--- src/rtl/pbn_pkg.sv ---
// Shared types, format codes and constants of the PCM byte-to-sample normalizer.
package pbn_pkg;

    localparam int FRAC_BITS    = 31;
    localparam int MAX_CHANNELS = 16;
    localparam int CH_W         = 4;
    localparam int CNT_W        = 5;
    localparam int VALUE_W      = 33;
    localparam int RAW_W        = 32;

    localparam logic [1:0] FMT_U8  = 2'd0;
    localparam logic [1:0] FMT_S16 = 2'd1;
    localparam logic [1:0] FMT_S24 = 2'd2;
    localparam logic [1:0] FMT_S32 = 2'd3;

    localparam logic REG_FORMAT = 1'b0;
    localparam logic REG_COUNT  = 1'b1;

    typedef struct packed {
        logic [RAW_W-1:0] raw;
        logic [1:0]       fmt;
        logic [CH_W-1:0]  channel;
    } t_sample;

endpackage

--- src/rtl/pbn_assemble.sv ---
// Byte assembly and channel tagging stage with a registered sample output.
module pbn_assemble
    import pbn_pkg::*;
(
    input  logic             i_clk,
    input  logic             i_rst_n,
    input  logic [1:0]       i_fmt,
    input  logic [CNT_W-1:0] i_count,
    input  logic             i_data_valid,
    output logic             o_data_ready,
    input  logic [7:0]       i_data_byte,
    output logic             o_smp_valid,
    input  logic             i_smp_ready,
    output t_sample          o_smp
);

    logic [1:0]      r_pos,     n_pos;
    logic [23:0]     r_partial, n_partial;
    logic [CH_W-1:0] r_idx,     n_idx;
    logic            r_valid,   n_valid;
    t_sample         r_smp,     n_smp;

    logic             accept;
    logic             done;
    logic [CNT_W-1:0] cnt;
    logic [CH_W-1:0]  tag;
    logic [CNT_W-1:0] tag_inc;

    assign o_data_ready = !r_valid || i_smp_ready;
    assign accept       = i_data_valid && o_data_ready;
    assign done         = !(r_pos < i_fmt);
    assign o_smp_valid  = r_valid;
    assign o_smp        = r_smp;

    always_comb begin
        if (i_count == '0) begin
            cnt = CNT_W'(1);
        end else if (i_count > CNT_W'(MAX_CHANNELS)) begin
            cnt = CNT_W'(MAX_CHANNELS);
        end else begin
            cnt = i_count;
        end
        tag     = ({1'b0, r_idx} < cnt) ? r_idx : '0;
        tag_inc = {1'b0, tag} + CNT_W'(1);
    end

    always_comb begin
        n_pos     = r_pos;
        n_partial = r_partial;
        n_idx     = r_idx;
        n_valid   = r_valid && !i_smp_ready;
        n_smp     = r_smp;
        if (accept) begin
            if (!done) begin
                n_pos = r_pos + 2'd1;
                unique case (r_pos)
                    2'd0:    n_partial[7:0]   = r_partial[7:0]   | i_data_byte;
                    2'd1:    n_partial[15:8]  = r_partial[15:8]  | i_data_byte;
                    default: n_partial[23:16] = r_partial[23:16] | i_data_byte;
                endcase
            end else begin
                n_pos         = '0;
                n_partial     = '0;
                n_idx         = (tag_inc >= cnt) ? '0 : tag_inc[CH_W-1:0];
                n_valid       = 1'b1;
                n_smp.fmt     = i_fmt;
                n_smp.channel = tag;
                unique case (i_fmt)
                    FMT_U8:  n_smp.raw = {24'd0, i_data_byte};
                    FMT_S16: n_smp.raw = {16'd0, i_data_byte, r_partial[7:0]};
                    FMT_S24: n_smp.raw = {8'd0, i_data_byte, r_partial[15:0]};
                    FMT_S32: n_smp.raw = {i_data_byte, r_partial};
                endcase
            end
        end
    end

    always_ff @(posedge i_clk) begin
        if (!i_rst_n) begin
            r_pos     <= '0;
            r_partial <= '0;
            r_idx     <= '0;
            r_valid   <= 1'b0;
        end else begin
            r_pos     <= n_pos;
            r_partial <= n_partial;
            r_idx     <= n_idx;
            r_valid   <= n_valid;
        end
        r_smp <= n_smp;
    end

endmodule

--- src/rtl/pbn_normalize.sv ---
// Normalization stage mapping a raw sample onto Q1.31 with a registered result.
module pbn_normalize
    import pbn_pkg::*;
(
    input  logic               i_clk,
    input  logic               i_rst_n,
    input  logic               i_smp_valid,
    output logic               o_smp_ready,
    input  t_sample            i_smp,
    output logic               o_sample_valid,
    input  logic               i_sample_ready,
    output logic [VALUE_W-1:0] o_sample_value,
    output logic [CH_W-1:0]    o_channel
);

    localparam int Q_BITS = FRAC_BITS + 1;
    localparam logic [VALUE_W-1:0] ONE = VALUE_W'(1) << FRAC_BITS;

    logic               r_valid;
    logic [VALUE_W-1:0] r_value, n_value;
    logic [CH_W-1:0]    r_channel;

    logic [RAW_W-1:0] rep;
    logic [RAW_W-1:0] quot;
    logic             full;
    logic [7:0]       a8;
    logic [15:0]      a16;
    logic [23:0]      a24;
    logic [31:0]      a32;

    assign o_smp_ready    = !r_valid || i_sample_ready;
    assign o_sample_valid = r_valid;
    assign o_sample_value = r_value;
    assign o_channel      = r_channel;

    // The quotient a / (2^b - 1) is the b-bit pattern of a repeated without end.
    always_comb begin
        a8  = i_smp.raw[7:0];
        a16 = {~i_smp.raw[15], i_smp.raw[14:0]};
        a24 = {~i_smp.raw[23], i_smp.raw[22:0]};
        a32 = {~i_smp.raw[31], i_smp.raw[30:0]};
        unique case (i_smp.fmt)
            FMT_U8: begin
                rep  = {4{a8}};
                full = &a8;
            end
            FMT_S16: begin
                rep  = {2{a16}};
                full = &a16;
            end
            FMT_S24: begin
                rep  = {a24, a24[23:16]};
                full = &a24;
            end
            FMT_S32: begin
                rep  = a32;
                full = &a32;
            end
        endcase
        quot = rep >> (RAW_W - Q_BITS);
        if (full) begin
            n_value = ONE;
        end else begin
            n_value = {1'b0, quot} - ONE;
        end
    end

    always_ff @(posedge i_clk) begin
        if (!i_rst_n) begin
            r_valid <= 1'b0;
        end else if (o_smp_ready) begin
            r_valid <= i_smp_valid;
        end
        if (o_smp_ready && i_smp_valid) begin
            r_value   <= n_value;
            r_channel <= i_smp.channel;
        end
    end

endmodule

--- src/rtl/pcm_byte_to_normalized_sample_top.sv ---
// Top level of the PCM byte-to-normalized-sample converter with its register port.
//
// Bytes of an interleaved little-endian PCM data chunk enter on the data channel,
// one word per cycle while data ready is high. Every 1, 2, 3 or 4 bytes, as
// sample_format selects, one normalized Q1.31 sample leaves on the sample channel
// with its channel index, registered first in the byte assembly stage and then in
// the normalization stage. Throughput is one byte every cycle while samples are
// taken; each stage holds one registered word and loads when empty or read out.
// When the receiver stalls, the stages fill and then data ready falls; no word
// is lost. Synchronous reset empties both stages, clears the partial sample and
// channel counter, and sets the format to signed 32-bit and the count to two.
// Registers sit on the APB port at byte address 0 (sample_format) and
// 4 (channel_count); pready is always high and writes belong to idle periods.
module pcm_byte_to_normalized_sample_top
    import pbn_pkg::*;
(
    input  logic               i_clk,
    input  logic               i_rst_n,
    input  logic               psel,
    input  logic               penable,
    input  logic               pwrite,
    input  logic [2:0]         paddr,
    input  logic [31:0]        pwdata,
    output logic [31:0]        prdata,
    output logic               pready,
    input  logic               i_data_valid,
    output logic               o_data_ready,
    input  logic [7:0]         i_data_byte,
    output logic               o_sample_valid,
    input  logic               i_sample_ready,
    output logic [VALUE_W-1:0] o_sample_value,
    output logic [CH_W-1:0]    o_channel
);

    logic [1:0]       r_fmt;
    logic [CNT_W-1:0] r_count;
    logic             smp_valid;
    logic             smp_ready;
    t_sample          smp;

    assign pready = 1'b1;

    always_ff @(posedge i_clk) begin
        if (!i_rst_n) begin
            r_fmt   <= FMT_S32;
            r_count <= CNT_W'(2);
        end else if (psel && penable && pwrite && pready) begin
            unique case (paddr[2])
                REG_FORMAT: r_fmt   <= pwdata[1:0];
                REG_COUNT:  r_count <= pwdata[CNT_W-1:0];
            endcase
        end
    end

    always_comb begin
        unique case (paddr[2])
            REG_FORMAT: prdata = {30'd0, r_fmt};
            REG_COUNT:  prdata = {{(32 - CNT_W){1'b0}}, r_count};
        endcase
    end

    pbn_assemble u_assemble (
        .i_clk        (i_clk),
        .i_rst_n      (i_rst_n),
        .i_fmt        (r_fmt),
        .i_count      (r_count),
        .i_data_valid (i_data_valid),
        .o_data_ready (o_data_ready),
        .i_data_byte  (i_data_byte),
        .o_smp_valid  (smp_valid),
        .i_smp_ready  (smp_ready),
        .o_smp        (smp)
    );

    pbn_normalize u_normalize (
        .i_clk          (i_clk),
        .i_rst_n        (i_rst_n),
        .i_smp_valid    (smp_valid),
        .o_smp_ready    (smp_ready),
        .i_smp          (smp),
        .o_sample_valid (o_sample_valid),
        .i_sample_ready (i_sample_ready),
        .o_sample_value (o_sample_value),
        .o_channel      (o_channel)
    );

endmodule

--- config.mk ---
export PLATFORM = sky130hd
export DESIGN_NAME = pcm_byte_to_normalized_sample_top
export DESIGN_NICKNAME = d
export VERILOG_FILES = /design/src/rtl/pbn_pkg.sv /design/src/rtl/pbn_assemble.sv /design/src/rtl/pbn_normalize.sv /design/src/rtl/pcm_byte_to_normalized_sample_top.sv
export SDC_FILE = /design/constraint.sdc
export NUM_CORES = 1
export LEC_CHECK = 0
export BUFFER_PORTS_ARGS = -buffer_cell sky130_fd_sc_hd__buf_4
export CAP_MARGIN = 5
export CORE_ASPECT_RATIO = 0.7
export CORE_UTILIZATION = 35
export DETAILED_ROUTE_END_ITERATION = 8
export GPL_ROUTABILITY_DRIVEN = 0
export GPL_TIMING_DRIVEN = 1
export SETUP_SLACK_MARGIN = 0.05
export SLEW_MARGIN = 25
export SYNTH_ARGS = -nofsm -noshare
export SYNTH_HDL_FRONTEND = slang
export SYNTH_SLANG_ARGS = --single-unit
export TNS_END_PERCENT = 30
--- constraint.sdc ---
create_clock -name i_clk -period 4.8 [get_ports i_clk]
set_clock_uncertainty 0.15 [all_clocks]
set_input_delay 0.48 -clock i_clk [delete_from_list [all_inputs] [get_ports i_clk]]
set_output_delay 0.48 -clock i_clk [all_outputs]
set_load 0.03 [all_outputs]
==> results of run 1 <==
-- logic make-up after synthesis --
group                    share of synthesized area [%]
flip-flops                                        57.1
other                                            0.141
AND/OR/NAND/NOR                                   13.3
multiplexers                                      10.5
AO/OA/AOI/OAI                                     9.32
XOR/XNOR                                         0.494
adder cells (fa/ha/maj)                           2.82
buffers and inverters                             6.29
-- through the flow --
| stage | cells | power, mW | cell area [µm²] | hold WS [ns] |
|---|---|---|---|---|
| after floorplan | 484 | 1.26 | 5410 | 0.250 |
| after global placement | 697 | 1.29 | 5870 | 0.252 |
| after detailed placement | 698 | 1.29 | 5880 | 0.258 |
| after CTS | 730 | 2.56 | 6500 | 0.121 |
| after global routing | 732 | 2.63 | 6540 | 0.144 |
| final | 732 | 2.53 | 6540 | 0.138 |
-- critical path: cells and delay by family (launching register included) --
family                     cells  cell delay (ns)
AOI/OAI and AO/OA              6             1.38
adders and majority gates      3             0.76
and+or+nand+nor                3             0.57
DFF                            1             0.34
buffers and inverters          2             0.21
xor gates and xnor gates       1             0.13
-- layer usage --
layer  global-route usage [%]  up-vias
met5                        0        -
met4                     5.47        0
met3                     5.28       11
met2                     19.6      126
met1                     21.0     1693
li1                         -     1751
-- state kept, by name (all words and copies together) (netlist names) --
register,count
r_count,5
u_normalize.o_channel,4
u_assemble.o_smp_valid,1
u_assemble.r_idx,4
u_normalize.o_sample_value,33
u_assemble.r_partial,24
u_normalize.o_sample_valid,1
r_fmt,2
u_assemble.r_pos,2
u_assemble.o_smp,38
-- layout make-up --
type | count | area [µm²]
Multi-Input combinational cell | 314 | 2070
Tap cell | 195 | 244
Clock buffer | 27 | 589
Fill cell | 1331 | 8230
Inverter | 8 | 30.0
Sequential cell | 114 | 3030
Clock inverter | 5 | 27.5
Timing Repair Buffer | 69 | 547
-- worst max-delay path by stage --
stage | start | to | slack (ns) | cells past startpoint
after floorplan | r_fmt[1]$_SDFFE_PN1P_ | u_assemble.r_idx[1]$_SDFFE_PN0P_ | 1.21 | 8
after global placement | r_count[4]$_SDFFE_PN0P_ | u_assemble.r_idx[3]$_SDFFE_PN0P_ | 1.27 | 15
after detailed placement | r_count[4]$_SDFFE_PN0P_ | u_assemble.r_idx[2]$_SDFFE_PN0P_ | 1.23 | 15
after CTS | r_count[4]$_SDFFE_PN0P_ | u_assemble.r_idx[2]$_SDFFE_PN0P_ | 1.19 | 15
after global routing | r_count[4]$_SDFFE_PN0P_ | u_assemble.r_idx[3]$_SDFFE_PN0P_ | 0.83 | 15
final | r_count[4]$_SDFFE_PN0P_ | u_assemble.r_idx[2]$_SDFFE_PN0P_ | 1.20 | 15
-- layout by cell type, fill, tap and decap left out, types with 3 or more instances in the layout --
cell type / n
nor2_1: 57
clkbuf_1: 3
nand4_1: 6
a2111oi_0: 3
nand2b_1: 4
ha_1: 12
buf_4: 66
mux2i_1: 30
dfxtp_1: 39
nor3_1: 4
o21ai_0: 4
mux2_2: 9
and3_1: 10
nand2_1: 28
xnor2_1: 3
mux4_2: 7
clkinv_2: 3
conb_1: 28
and2_1: 7
a211oi_1: 10
clkbuf_16: 22
nor2b_1: 15
a22o_1: 9
a21oi_1: 40
inv_1: 8
nand3_1: 6
edfxtp_1: 75
-- power by group through the flow --
stage	logic [mW]	clock network (mW)	registers, mW
finish	0.175	1.26	1.10
global route	0.195	1.33	1.10
CTS	0.174	1.29	1.10
detailed placement	0.173	0	1.12
global placement	0.170	0	1.12
floorplan	0.142	0	1.11
==> metrics.txt, run 1 <==
status=finished clean; CP Capture Type=flip-flop; post-CTS setup repair buffer count=0; I/O pin count=122; PnR worst setup slack=1.20 ns; met2 WL post-DR=4470 µm; clock slew at reported path FFs=0.05 ns; Synth area leader=edfxtp_1; # rows=37; CP Data Required Time=5.01 ns; MaxCap Viol Count=0; total number of vias=3581; worst stage delay on the critical path=0.41 ns; hold buffers post-CTS=0; core footprint=14800 µm²; Lkg Pwr=2.67 nW; Peak VDD IR=187 µV; dominant synthesized flop cell=edfxtp_1; Total Routing Usage GR=14.6%; sw power=0.553 mW; Comb pwr share=6.9%; Die W=149 µm; Sw Share=21.8%; TritonRoute pass-1 iters=4; RSZ-0062 raised after global routing=false; first-pass GRT wire length=17400 µm; CP most frequent cell=ha_1; slew at the pin with the worst max-slew slack=1.00 ns; Int Pwr=1.98 mW; area delta synth->final=23.0%; hold crit path type=input port to flip-flop; total CTS buffers=17; n_diodes=0; met1 WL=5470 µm; starting density of the core=36.0%; worst-case clock buffer depth=2; Cell Area, Synth=5320 µm²; cells after synthesis=458; Vias/cell=4.89; largest net degree at the start of global routing=40; post-route ant nets=0; Power Dens Cells=388 nW/µm²; DRC=0; Final Setup Violations=0; Seq pwr share=43.3%; min Tclk post-route=3.60 ns; die footprint=15700 µm²; reg2reg path depth=15; gr ovfl total=0; Iteration-0 DRC Markers=265; Post-DP HPWL=7490 µm; RR Startpoint=r_count[4]$_SDFFE_PN0P_; Synth Warn #=0; Hold Path Cell Cnt=3; die extent in y=105 µm; port bufs=64; Synth top cells by count=75 x edfxtp_1, 58 x nor2_1, 40 x a21oi_1; number of global-route vias before repair=3297; clock power share=49.8%; CTS-repair resized insts=0; syn_area_per_cell=11.6 µm²; setup TNS=0 ns; EDFF count, synth=75; Routed WL=10700 µm; Area contributors post-synth=edfxtp_1 42%, dfxtp_1 15%, mux2i_1 5.6%; Setup crit start kind=flip-flop; top-area cell type share of the netlist area=42.4%; hold_sp=pwdata[0]; Hold Fails Final Rpt=0; Slowest cell on crit path=a2111oi_0; async set-reset flop share out of synthesis=0%; Setup Slack @ Placement=1.23 ns; post-synthesis cell type count=45; Root Driver=clkbuf_16; Max Slew Vio Count=0; highest routed layer=met4; Nets=586; final period utilization=74.9%; most common cell in the synthesized netlist=edfxtp_1; Critical Path AT=3.81 ns; CP Cell Sequence=inv_1, nand2_1, ha_1, a21oi_1, a21oi_1, a31o_2, nor2_1, ha_1, inv_1, xnor2_1, ha_1, a2111oi_0, nor3_1, a2111oi_0, a21o_1; clock sinks=114; CTS tree=done; initial antenna violation count=0; Hold Path End=r_fmt[0]$_SDFFE_PN1P_; Crit Reg-Reg Endpoint=u_assemble.r_idx[2]$_SDFFE_PN0P_; WL per Instance=14.7 µm; largest fanout on the critical path=5; crit path kind=flip-flop to flip-flop; clock latency on the worst-skew pair=0.42 ns; met3 WL=657 µm; Worst R2R Setup Slack=1.20 ns; sequential element share of the synthesized area=57.1%; share of layout cells above drive strength 1=22.7%; Slew headroom=33.0%; FMAX=278 MHz; H-tree depth=4; FF+latch count, synth=114; Core Util, Final=44.3%
(Power assumes the default switching activity.)
==> run 2: changes to the inputs <==
==> constraint.sdc (replaced) <==
create_clock -name i_clk -period 3 [get_ports i_clk]
set_clock_uncertainty 0.15 [all_clocks]
set_input_delay 0.3 -clock i_clk [delete_from_list [all_inputs] [get_ports i_clk]]
set_output_delay 0.3 -clock i_clk [all_outputs]
set_load 0.03 [all_outputs]
==> run 2 against run 1 <==
  * Global-route usage grew 0.34 points
  * Critical endpoint is now u_assemble.r_idx[1]$_SDFFE_PN0P_
  * The run now ends with setup timing left
  * Utilization grew 3.4 points
  * Sequential share of layout area shrank 3.3 points
  * Count of clock-buffer cells in the layout shrank 10
  * Clock power grew 57%
==> metrics.txt, run 2 (synthesis results as in run 1) <==
Routed WL=11100 µm; largest net degree at the start of global routing=40; Final Setup Violations=4; number of global-route vias before repair=3360; most frequent cells in the layout=95 x buf_4, 75 x edfxtp_1, 56 x nor2_1; crit path kind=flip-flop to flip-flop; slew at the pin with the worst max-slew slack=0.696 ns; dpl cells=721; RR Startpoint=r_count[4]$_SDFFE_PN0P_; Vias/cell=4.82; Layout Cells excl Fill=767; gr ovfl total=0; min Tclk post-route=3.04 ns; core footprint=14800 µm²; hold crit path type=input port to flip-flop; Lkg Pwr=2.84 nW; Finished Cell Area=7050 µm²; Hold Path Cell Cnt=3; Iteration-0 DRC Markers=245; final period utilization=101%; # rows=37; DRC=0; clock sinks=114; initial antenna violation count=0; Max Slew Vio Count=0; status=finished with violations; worst-case clock buffer depth=2; Die W=149 µm; Nets=621; CP Data Required Time=3.20 ns; clock slew at reported path FFs=0.06 ns; Setup Slack @ Placement=-0.270 ns; hold_sp=pwdata[3]; post-route ant nets=0; FMAX=329 MHz; Total Routing Usage GR=14.9%; Peak VDD IR=338 µV; failing checks=setup timing; I/O pin count=122; Core Util, Final=47.7%; Power Dens Cells=576 nW/µm²; CTS tree=done; RSZ-0062 raised after global routing=true; clock latency on the worst-skew pair=0.41 ns; die extent in y=105 µm; commonest non-fill, non-tap cell in the layout=buf_4; crit path from=r_count[4]$_SDFFE_PN0P_; Setup crit start kind=flip-flop; die footprint=15700 µm²; largest fanout on the critical path=4; n_diodes=0; M2 GR Usage=20.7%; Post-DP HPWL=7810 µm; MaxCap Viol Count=0; first-pass GRT wire length=17800 µm; Worst R2R Setup Slack=-0.04 ns; total number of vias=3699; area delta synth->final=32.6%; GR Util met1=21.4%; PnR worst setup slack=-0.0351 ns; Critical Path AT=3.23 ns; GR peak layer=met1; Root Driver=clkbuf_16; WL per Instance=14.5 µm; Hold Fails Final Rpt=0; Hold Path End=r_count[3]$_SDFFE_PN0P_; Crit Reg-Reg Endpoint=u_assemble.r_idx[1]$_SDFFE_PN0P_; H-tree depth=4; Placed Area=6090 µm²; TritonRoute pass-1 iters=5; Slew headroom=53.6%; port bufs=64; share of layout cells above drive strength 1=31.6%; grt met3 use=4.41%; setup TNS=-0.114 ns; Largest register FFs=38; starting density of the core=36.0%; total CTS buffers=17; reg2reg path depth=13; CP Capture Type=flip-flop
[run 2: cell types whose count changed in the layout (fill, tap and decap cells not counted), moves of 5 or more]
| cell | before | now |
|---|---|---|
| buf_4 | 66 | 95 |
| clkbuf_16 | 22 | 17 |
| clkinvlp_4 | 0 | 5 |
| dlygate4sd3_1 | 0 | 7 |
| ha_1 | 12 | 6 |
| ha_4 | 0 | 6 |
[run 2: what timing repair did]
| item | 4_1_cts | 5_1_grt |
|---|---|---|
| gates cloned | 0 | 0 |
| hold buffers | 7 | 0 |
| resized for setup | 36 | 1 |
| endpoints found under the setup margin | 4 | 4 |
| pin swaps | 15 | 2 |
| setup buffers | 6 | 0 |
| hold endpoints to repair | 6 | 0 |
[run 2: critical path, cell delays in order (launching register included)]
cell and delay (ns):
dfxtp_2 0.33, inv_4 0.09, nand2_2 0.08, ha_4 0.27, and4_4 0.24, a31oi_2 0.12
and2_4 0.20, ha_4 0.17, and3_4 0.17, ha_1 0.17, or4b_4 0.60, buf_6 0.15
nor2_1 0.10, a22o_1 0.14
[run 2: worst max path at each step]
stage	endpoint	slack (ns)
3_5_place_dp	u_assemble.r_idx[2]$_SDFFE_PN0P_	-0.27
5_1_grt	u_assemble.r_idx[2]$_SDFFE_PN0P_	-0.16
3_3_place_gp	u_assemble.r_idx[2]$_SDFFE_PN0P_	-0.11
2_1_floorplan	u_assemble.r_idx[2]$_SDFFE_PN0P_	0.04
4_1_cts	u_assemble.r_idx[2]$_SDFFE_PN0P_	-0.008
6_report	u_assemble.r_idx[1]$_SDFFE_PN0P_	-0.04
[run 2: per-stage QoR]
stage | power (mW) | hold slack, ns
floorplan | 2.01 | 0.250
detailed placement | 2.08 | 0.255
finish | 4.06 | 0.0204
global route | 4.21 | 0.0304
CTS | 4.10 | 0.00984
global placement | 2.07 | 0.252
[run 2: routing by layer]
| layer | wire length (µm) | vias to the layer above |
|---|---|---|
| met5 | 0 | - |
| met3 | 598 | 2 |
| met4 | 51 | 0 |
| met1 | 5610 | 1768 |
| met2 | 4850 | 111 |
| li1 | - | 1818 |
[run 2: cell type report]
cell class / count / area [µm²]
Clock buffer: 17 / 425
Tap cell: 195 / 244
Timing Repair Buffer: 104 / 822
Sequential cell: 114 / 3030
Clock inverter: 15 / 168
Multi-Input combinational cell: 314 / 2320
Fill cell: 1284 / 7720
Inverter: 8 / 35.0
[run 2: power breakdown]
group	switching (mW)	leakage, nW	internal, mW
combinational	0.195	1.56	0.131
sequential	0.0288	1.00	1.72
clock	0.687	0.276	1.29
==> run 3: changes to the inputs <==
--- a/config.mk
+++ b/config.mk
@@ -10,11 +10,10 @@
 export CORE_ASPECT_RATIO = 0.7
 export CORE_UTILIZATION = 35
 export DETAILED_ROUTE_END_ITERATION = 8
-export GPL_ROUTABILITY_DRIVEN = 0
+export GPL_ROUTABILITY_DRIVEN = 1
 export GPL_TIMING_DRIVEN = 1
 export SETUP_SLACK_MARGIN = 0.05
 export SLEW_MARGIN = 25
 export SYNTH_ARGS = -nofsm -noshare
 export SYNTH_HDL_FRONTEND = slang
 export SYNTH_SLANG_ARGS = --single-unit
-export TNS_END_PERCENT = 30
==> run 3 against run 2 <==
  * The flow still finishes with violations (setup timing)
  * Global-route usage up 0.57 points
  * Non-clock buffer count up 8
  * Power about the same
  * Clock power about the same
  * Count of clock-buffer cells in the layout up 2
  * Utilization up 0.62 points
  * Via count up 2.9%
  * Register-to-register slack worse by 0.15 ns
  * Sequential power about the same
  * Cell area up 1.3%
==> metrics.txt, run 3 (synthesis results as in run 1) <==
Nets=629; initial antenna violation count=0; area delta synth->final=34.3%; met1 WL=6020 µm; Seq pwr share=43.1%; CP Capture Type=flip-flop; clock latency on the worst-skew pair=0.40 ns; n_diodes=0; Routed WL=11700 µm; largest fanout on the critical path=4; Largest register FFs=38; post-route total power=4.06 mW; min Tclk post-route=3.19 ns; Setup Slack @ Placement=-0.157 ns; slew at the pin with the worst max-slew slack=0.723 ns; Slew headroom=51.7%; Hold Fails Final Rpt=0; Fill cells=1259; met3 WL=497 µm; CP Data Required Time=3.20 ns; Final Setup Violations=3; failing checks=setup timing; crit path kind=flip-flop to flip-flop; Lkg Pwr=2.89 nW; WL per Instance=15.1 µm; Placer Congestion=0.833; status=finished with violations; starting density of the core=36.0%; Vias/cell=4.91; Layout Cells excl Fill=775; RSZ-0062 raised after global routing=true; final period utilization=106%; Critical Path AT=3.39 ns; Root Driver=clkbuf_16; clock power share=48.6%; total number of vias=3808; Post-DP HPWL=7740 µm; Setup crit start kind=flip-flop; die footprint=15700 µm²; # rows=37; met2 WL post-DR=5010 µm; FMAX=313 MHz; total CTS buffers=17; share of layout cells above drive strength 1=32.9%; clock sinks=114; Max Slew Vio Count=0; Sw Share=22.0%; TritonRoute pass-1 iters=4; Int Pwr=3.17 mW; H-tree depth=4; dpl cells=721; die extent in y=105 µm; highest routed layer=met4; number of global-route vias before repair=3539; clock slew at reported path FFs=0.05 ns; Power Dens Cells=569 nW/µm²; hold crit path type=input port to flip-flop; most frequent cells in the layout=103 x buf_4, 75 x edfxtp_1, 56 x nor2_1; DRC=0; sw power=0.892 mW; Total Routing Usage GR=15.5%; first-pass GRT wire length=18600 µm; Comb pwr share=8.3%; port bufs=64; largest net degree at the start of global routing=40; Iteration-0 DRC Markers=298; CTS tree=done; MaxCap Viol Count=0; post-route ant nets=0; worst-case clock buffer depth=2; Peak VDD IR=326 µV; Die W=149 µm; commonest non-fill, non-tap cell in the layout=buf_4; core footprint=14800 µm²; gr ovfl total=0; PnR worst setup slack=-0.190 ns; I/O pin count=122
-- run 3: changes by cell type in the layout (fill, tap and decap cells not counted), moves of 2 or more --
cell / before / now
buf_4: 95 / 103
a21oi_2: 2 / 0
clkinv_2: 3 / 5
clkinv_4: 2 / 0
ha_1: 6 / 4
a21oi_4: 0 / 2
clkinvlp_4: 5 / 2
dlygate4sd3_1: 7 / 5
buf_6: 1 / 3
-- run 3: final cells by class --
cell class / instances / area, µm² / area share, %
clock buffers: 19 / 443 / 6.21
repair buffers: 112 / 885 / 12.4
flip-flops and latches: 114 / 3030 / 42.5
inverters: 8 / 32.5 / 0.456
multi-input cells: 314 / 2360 / 33.0
clock inverters: 13 / 141 / 1.98
well taps: 195 / 244 / 3.42
-- run 3: power groups by stage --
stage               registers [mW]  clock network (mW)  logic, mW
floorplan                     1.78                   0      0.231
global placement              1.78                   0      0.293
detailed placement            1.78                   0      0.299
CTS                           1.75                2.00      0.328
global route                  1.75                2.07      0.368
finish                        1.75                1.97      0.336
-- run 3: metrics by stage --
step / TNS [ns] / util [%] / area, µm² / hold WS (ns)
finish: -0.364 / 48.3 / 7140 / 0.00920
global route: -0.723 / 48.3 / 7140 / 0.00894
CTS: -0.170 / 47.8 / 7060 / 0.00233
detailed placement: -0.448 / 41.2 / 6090 / 0.259
global placement: -0.252 / 41.2 / 6090 / 0.251
floorplan: 0 / - / 5460 / 0.250
-- run 3: critical path: stages, from the launching register on --
cell and delay, ns:
dfxtp_2 0.33, inv_4 0.09, nand2_4 0.07, ha_4 0.31
nand3_4 0.08, a21oi_4 0.22, buf_6 0.13, a31o_4 0.10
nor2_4 0.04, ha_4 0.17, and3_4 0.18, ha_4 0.15
or4b_4 0.53, buf_6 0.15, a2111oi_4 0.31, a21o_1 0.13
-- run 3: final timing paths --
kind,startpoint,end,slack [ns],depth (start not counted)
setup / recovery,r_count[4]$_SDFFE_PN0P_,u_assemble.r_idx[3]$_SDFFE_PN0P_,-0.19,15
setup reg to reg,r_count[4]$_SDFFE_PN0P_,u_assemble.r_idx[3]$_SDFFE_PN0P_,-0.19,15
hold / removal,pwdata[4],r_count[4]$_SDFFE_PN0P_,0.009,3
hold reg to reg,u_assemble.o_smp[1]$_DFFE_PP_,u_normalize.o_channel[1]$_DFFE_PP_,0.27,0
-- run 3: repair_timing --
action | in CTS | in global routing
hold buffers | 5 | 0
endpoints found under the setup margin | 4 | 4
endpoints found under the hold margin | 4 | 0
gates cloned | 0 | 0
gates resized for setup | 40 | 4
buffers inserted | 16 | 2
pin swaps | 21 | 4
-- run 3: routing by layer --
| metal | vias to the layer above | track usage [%] |
|---|---|---|
| li1 | 1847 | - |
| met1 | 1830 | 22.1 |
| met2 | 113 | 22.3 |
| met3 | 18 | 3.58 |
| met4 | 0 | 6.49 |
| met5 | - | 0 |
